==> config.mk <==
export PLATFORM = sky130hd
export DESIGN_NAME = obct_ctrl
export DESIGN_NICKNAME = d
export VERILOG_FILES = /design/src/rtl/obct_pkg.sv /design/src/rtl/obct_ctrl.sv
export SDC_FILE = /design/constraint.sdc
export NUM_CORES = 1
export LEC_CHECK = 0
export BUFFER_PORTS_ARGS = -buffer_cell sky130_fd_sc_hd__buf_2
export CAP_MARGIN = 20
export CORE_UTILIZATION = 35
export CTS_BUF_LIST = sky130_fd_sc_hd__clkbuf_2 sky130_fd_sc_hd__clkbuf_4 sky130_fd_sc_hd__clkbuf_8
export CTS_CLUSTER_DIAMETER = 120
export DETAILED_ROUTE_END_ITERATION = 6
export HOLD_SLACK_MARGIN = 0.03
export PLACE_DENSITY_LB_ADDON = 0.08
export SYNTH_ARGS = -nofsm -noshare
export SYNTH_HDL_FRONTEND = slang
export SYNTH_SLANG_ARGS = --single-unit
==> constraint.sdc <==
create_clock -name clock -period 2.1 [get_ports clock]
set_input_delay 0.42 -clock clock [delete_from_list [all_inputs] [get_ports clock]]
set_output_delay 0.42 -clock clock [all_outputs]
set_load 0.01 [all_outputs]
==> src/rtl/obct_pkg.sv <==
`timescale 1ns / 1ps
// Shared types and constants for the obstacle clearance trend scorer.
// No dependencies; used by obct_ctrl, obct_datapath and the top level.
package obct_pkg;

   // Configuration register indexes
   localparam logic [2:0] REG_ORIGIN_X   = 3'd0;
   localparam logic [2:0] REG_ORIGIN_Y   = 3'd1;
   localparam logic [2:0] REG_CELL_SIZE  = 3'd2;
   localparam logic [2:0] REG_NEAR_LIMIT = 3'd3;
   localparam logic [2:0] REG_PENALTY    = 3'd4;

   // Field widths
   localparam int POSE_W  = 21;   // pose and origin coordinate, mm
   localparam int LANES   = 4;    // poses compared side by side
   localparam int COORD_W = 25;   // signed coordinate in half-mm
   localparam int ABS_W   = 24;   // magnitude of a coordinate difference
   localparam int SQ_W    = 2 * ABS_W;
   localparam int SUM_W   = SQ_W + 1;
   localparam int DIST_W  = 42;   // squared distance in quarter-mm^2, saturated
   localparam int LIM_W   = 34;   // squared near limit in quarter-mm^2

   // 1000 m squared, in quarter-mm^2
   localparam logic [DIST_W-1:0] SENTINEL_Q = 42'd4000000000000;

   typedef struct packed {
      logic [POSE_W-1:0] origin_x;
      logic [POSE_W-1:0] origin_y;
      logic [9:0]        cell_size;
      logic [15:0]       near_limit;
      logic [7:0]        penalty;
   } obct_cfg_type;

   // Controller -> datapath / output stage
   typedef struct packed {
      logic start;     // latch poses, reset minima
      logic step;      // one grid cell issued this cycle
      logic row_end;   // issued cell is the last of its row
      logic load;      // move the finished result to the output register
   } obct_cmd_type;

   // Datapath / output stage -> controller
   typedef struct packed {
      logic pipe_busy;
      logic out_free;
   } obct_status_type;

   // Packed so that score_tenths sits in the lowest bits
   typedef struct packed {
      logic [45:0] nearest_sq_mm2;
      logic        moving_away;
      logic        is_near;
      logic [7:0]  score_tenths;
   } obct_result_type;

endpackage

==> src/rtl/obct_ctrl.sv <==
`timescale 1ns / 1ps
// Sequencer: grid clearing pass, cell scan, pipeline drain and result hand-off.
// Depends on obct_pkg.
module obct_ctrl #(
   parameter int GRID_W = 64,
   parameter int GRID_H = 64,
   parameter int AW     = 12
) (
   input  logic                     clock,
   input  logic                     reset,
   input  logic                     score_start,
   input  obct_pkg::obct_status_type status,
   output obct_pkg::obct_cmd_type    cmd,
   output logic                     idle,
   output logic                     clear_we,
   output logic [AW-1:0]            addr
);

   localparam int CELLS = GRID_W * GRID_H;
   localparam int CW    = (GRID_W > 1) ? $clog2(GRID_W) : 1;

   localparam logic [2:0] ST_CLEAR = 3'd0;
   localparam logic [2:0] ST_IDLE  = 3'd1;
   localparam logic [2:0] ST_SCAN  = 3'd2;
   localparam logic [2:0] ST_DRAIN = 3'd3;
   localparam logic [2:0] ST_DONE  = 3'd4;

   logic [2:0]    state_ff, state_in;
   logic [AW-1:0] addr_ff, addr_in;
   logic [CW-1:0] col_ff, col_in;
   logic          addr_last;
   logic          col_last;

   assign addr_last = (addr_ff == AW'(CELLS - 1));
   assign col_last  = (col_ff == CW'(GRID_W - 1));

   // Next state and counters
   always_comb begin
      state_in = state_ff;
      addr_in  = addr_ff;
      col_in   = col_ff;
      cmd      = '0;
      clear_we = 1'b0;
      case (state_ff)
         ST_CLEAR: begin
            clear_we = 1'b1;
            if (addr_last) begin
               state_in = ST_IDLE;
               addr_in  = '0;
            end else begin
               addr_in = AW'(addr_ff + 1'b1);
            end
         end
         ST_IDLE: begin
            if (score_start) begin
               cmd.start = 1'b1;
               state_in  = ST_SCAN;
               addr_in   = '0;
               col_in    = '0;
            end
         end
         ST_SCAN: begin
            cmd.step    = 1'b1;
            cmd.row_end = col_last;
            if (addr_last) begin
               state_in = ST_DRAIN;
            end else begin
               addr_in = AW'(addr_ff + 1'b1);
               col_in  = col_last ? '0 : CW'(col_ff + 1'b1);
            end
         end
         ST_DRAIN: begin
            if (!status.pipe_busy) begin
               state_in = ST_DONE;
            end
         end
         ST_DONE: begin
            if (status.out_free) begin
               cmd.load = 1'b1;
               state_in = ST_IDLE;
            end
         end
         default: begin
            state_in = ST_IDLE;
         end
      endcase
   end

   always_ff @(posedge clock) begin
      if (reset) begin
         state_ff <= ST_CLEAR;
         addr_ff  <= '0;
         col_ff   <= '0;
      end else begin
         state_ff <= state_in;
         addr_ff  <= addr_in;
         col_ff   <= col_in;
      end
   end

   assign idle = (state_ff == ST_IDLE);
   assign addr = addr_ff;

endmodule

-- Yosys cells after proc, flatten, opt, wreduce, memory -nomap -nowiden
Cells that the tools add are included.
W data, S select, Z words.
- register bits: 21
- output and inout port bits: 18
- reduce and logical (&&, ||, !) cells: 6
- equal/unequal tests: 12
- $add $sub $neg: 2
- muxes and demuxes: 20
- operators by type and width (cell ; count):
    $mux W12 ; 3
    $pmux W12 S3 ; 1
    $mux W6 ; 3
    $mux W3 ; 5
    $pmux W3 S5 ; 1
    $add A12 B1 Y12 const B ; 1
    $eq A12 B12 Y1 const B ; 1
    $ne A2 B2 Y1 const B ; 6
    $pmux W6 S2 ; 1
    $add A6 B1 Y6 const B ; 1
    $eq A3 B2 Y1 const B ; 2
    $eq A6 B6 Y1 const B ; 1
    $reduce_and A3 Y1 ; 2
    $mux W1 ; 5
    $reduce_and A5 Y1 ; 1
    $eq A3 B1 Y1 const B ; 1
    $eq A3 B3 Y1 const B ; 1
    $logic_not A3 Y1 ; 1
    $reduce_bool A3 Y1 ; 1
    $mux W2 ; 1
    $reduce_bool A2 Y1 ; 1

-- Longest topological paths before layout
- word-level depth: 4
- gate-level depth with buffers: 8

-- Worst setup path before layout
Ideal clock, no wire load.
- path kind: flip-flop to flip-flop
- from: reg addr_ff[0] (netlist: addr[0])
- to: reg addr_ff[6] (netlist: addr[6])
- clock period less this slack: 1.775 ns
- path slack: 0.325 ns
- path buffers: 1
- setup time: 0.070 ns
- stages on the path, launching flop included: 8
- arrival: 1.705 ns
- cells stage by stage: dfxtp_1 > ha_1 > and4_1 > buf_4 > nand4b_4 > nand2_4 > or4_1 > a21oi_1
- word-level cells in the longest chain between the ends: 3
- ends and longest elaborated chain (item ; RTL line ; RTL):
    from (decl) ; obct_ctrl.sv:29 ; logic [AW-1:0] addr_ff, addr_in;
    from (signal assigned) ; obct_ctrl.sv:96 ; addr_ff <= addr_in;
    $add A12 B1 Y12 / $eq A12 B12 Y1 (equally long branches) ; obct_ctrl.sv:51, obct_ctrl.sv:68, obct_ctrl.sv:34 ;
    $mux W12 (tied with other cells) ; obct_ctrl.sv:65 ; if (addr_last) begin
    $pmux W12 S3 / $reduce_and A3 Y1 (equally long branches) ; -- ;
Several ways; a longest one is shown, not always the timed one. The select of a mux whose other input is x is not followed.
A chain may end at the register's enable or synchronous reset.

==> impl_metrics.csv <==
group,metric,value,unit
clock_network,cts_tree,"yes",
synth,synth_fp_nets,160,
sta,timing.final.crit_period,1990,ps
routing,detail_route.wl_per_cell,14.5,um
layout,nets,186,
sta,setup-tns-final,0,ps
routing,num_vias,1244,
synth,synth.top_cell.area_share,31.7,%
synth,synth_area_leaders,"dfxtp_1 32%, a21oi_1 5.7%, buf_6 5.1%",
power_and_ir_drop,ir_worst_vdd,0.277,mV
sta,fin_crit_sh,94.9,%
synth,synth_area_leader_cell,"dfxtp_1",
clock_network,postCtsSetupRepairBufs,0,
sta,worst_slew_pin_slew,370,ps
critical_path,crit_path_start,"state_ff[1]$_SDFFE_PP0P_",
sta,clock-skew-final,3.91,ps
clock_network,cts.hold.buffers_added,0,
synth,ys_async_sr_fraction,0,%
global_routing,grt_pass1_vias,1184,
synth,netlist_instances,153,
sta,rsz0062_at_grt,"false",
clock_network,cts_buffers,3,
floorplanning,core,3470,um^2
clock_network,clk_pin_slew,80,ps
placement,gp_congestion,0.911,
floorplanning,pin_count,23,
layout,drive_gt1_share,32.0,%
clock_network,clock_sink_count,21,
synth,syn_avg_cell_area,8.67,um^2
critical_path,required,1680,ps
floorplanning,die-height,63.6,um
sta,finalWorstSetupSlack,108,ps
critical_path,worst_setup_path_start_kind,"flip-flop",
status,status,"complete, no violations",
sta,fmax,0.502,GHz
power_and_ir_drop,total_power,0.739,mW
critical_path,crit_chain,"or3b_4 > nor2_1 > buf_2",
critical_path,endpoint_kind,"output pin",
floorplanning,dieArea,4040,um^2
placement,numPortBuffers,22,
synth,ys_top_cells_by_count,"21 x dfxtp_1, 15 x a21oi_1, 15 x nor2_1",
layout,diodes,0,
sta,final-setup-viol-count,0,
global_routing,grt_usage,18.1,%
global_routing,antenna_found_initial,0,
critical_path,crit_buf_inv,1,
clock_network,h-tree-depth,1,
synth,synth_edf_count,0,
layout,syn2layout_area_growth,14.6,%
critical_path,reg2reg_from,"addr[1]$_SDFFE_PP0P_",
synth,synth-seq-area-share,31.7,%
worst_hold_path,hp-class,"input port to flip-flop",
synth,ys_warn_count,0,
routing,wirelength,3240,um
critical_path,path_max_fanout,9,
routing,post-route-drc-count,0,
critical_path,crit_path_top_delay_cell,"dfxtp_1",
critical_path,critical_path_class,"flip-flop to output pin",
floorplanning,die_w,63.6,um
floorplanning,initial_utilization,38.2,%
critical_path,cp.arrival,1570,ps
clock_network,clock_latency,270,ps
sta,max-slew-margin-rel,75.3,%
routing,dr.first_iter.drc_count,78,
routing,via_per_inst,5.55,
power_and_ir_drop,p_leak,0.619,nW
synth,ys_types,54,
global_routing,grt_max_degree,20,
critical_path,critPathMaxStageDelay,520,ps
critical_path,cp_top_family,"simple AND/OR/NAND/NOR gates",
clock_network,root_buffer,"clkbuf_8",
synth,yosys_register_bits,21,
floorplanning,rows,21,
global_routing,grt_pass1_wl,5720,um
layout,utilization,43.8,%
job,cap_viol_max_count,0,
clock_network,cts_max_path_buffers,2,
synth,synth_area,1330,um^2
routing,drt-pass1-iter-count,4,
sta,drv_slew,0,
worst_hold_path,min-delay-start,"status[1]",
global_routing,gr-total-overflow,0,
synth,yosys_most_used_dff,"dfxtp_1",
placement,place_ws,177,ps
placement,dp_hpwl,2350,um
power_and_ir_drop,power_density,486,nW/um^2
routing,ant_nets,0,
sta,hold_viol_final,0,
synth,synth.most_common_cell,"dfxtp_1",
==> cell type report <==
| type | count | area (um^2) |
|---|---|---|
| repair buffers | 30 | 170 |
| multi-input cells | 121 | 811 |
| well taps | 46 | 57.6 |
| clock buffers | 4 | 48.8 |
| inverters | 2 | 12.5 |
| fillers | 368 | 1950 |
| flip-flops and latches | 21 | 420 |
==> registers in the layout, indices dropped and copies added, names as in the netlist <==
signal / flops
col_ff: 6
addr: 12
state_ff: 3
==> stage by stage <==
step / cell area, um^2 / std cells / hold WS (ps)
floorplan: 1330 / 153 / 449
global placement: 1470 / 220 / 462
detailed placement: 1470 / 220 / 464
CTS: 1520 / 224 / 426
global route: 1520 / 224 / 438
finish: 1520 / 224 / 438
==> cell families after synthesis <==
| group | synth area share [%] |
|---|---|
| xor gates and xnor gates | 0.660 |
| muxes | 1.60 |
| buffers and inverters | 7.45 |
| and+or+nand+nor | 33.6 |
| AOI/OAI and AO/OA | 23.1 |
| adders and majority gates | 1.89 |
| DFF | 31.7 |
==> cell usage in the layout, fill, tap and decap left out, types with 3 or more instances in the layout <==
cell type   n
a21oi_1    15
a22o_1      3
and3_1      3
buf_2      22
buf_4       8
clkbuf_8    3
dfxtp_1    21
nand2_1    10
nand3_1    11
nor2_1     15
nor2b_1     3
nor3_1      7
o21ai_0     9
==> metal layers <==
| layer | track usage, % | wire length [um] | vias up |
|---|---|---|---|
| met4 | 7.67 | 63 | 0 |
| met3 | 2.90 | 112 | 5 |
| met1 | 25.3 | 1640 | 591 |
| met5 | 0 | 0 | - |
| li1 | - | - | 622 |
| met2 | 27.1 | 1420 | 26 |
==> worst reg2reg max path, delay by kind of cell (launching register included) <==
kind,cells,cell delay (ps)
and+or+nand+nor,3,650
adders and majority gates,1,190
DFF,1,400
AOI/OAI and AO/OA,1,260
muxes,1,280
==> worst paths after layout <==
path	endpoint	slack [ps]	cells after the start
setup reg to reg	addr[0]$_SDFFE_PP0P_	220	6
hold reg to reg	col_ff[1]$_SDFFE_PP0P_	470	2
hold / removal	state_ff[2]$_SDFFE_PP0P_	440	3
setup / recovery	cmd[1]	110	3
==> power breakdown <==
part	switching [mW]	internal, mW
sequential	0.00576	0.403
clock	0.139	0.149
combinational	0.0248	0.0189
==> repair_timing <==
action	in CTS	in global routing
gates resized for setup	1	1
setup endpoints to repair	2	1
gates cloned	0	0
Power figures use the tool's default switching activity.
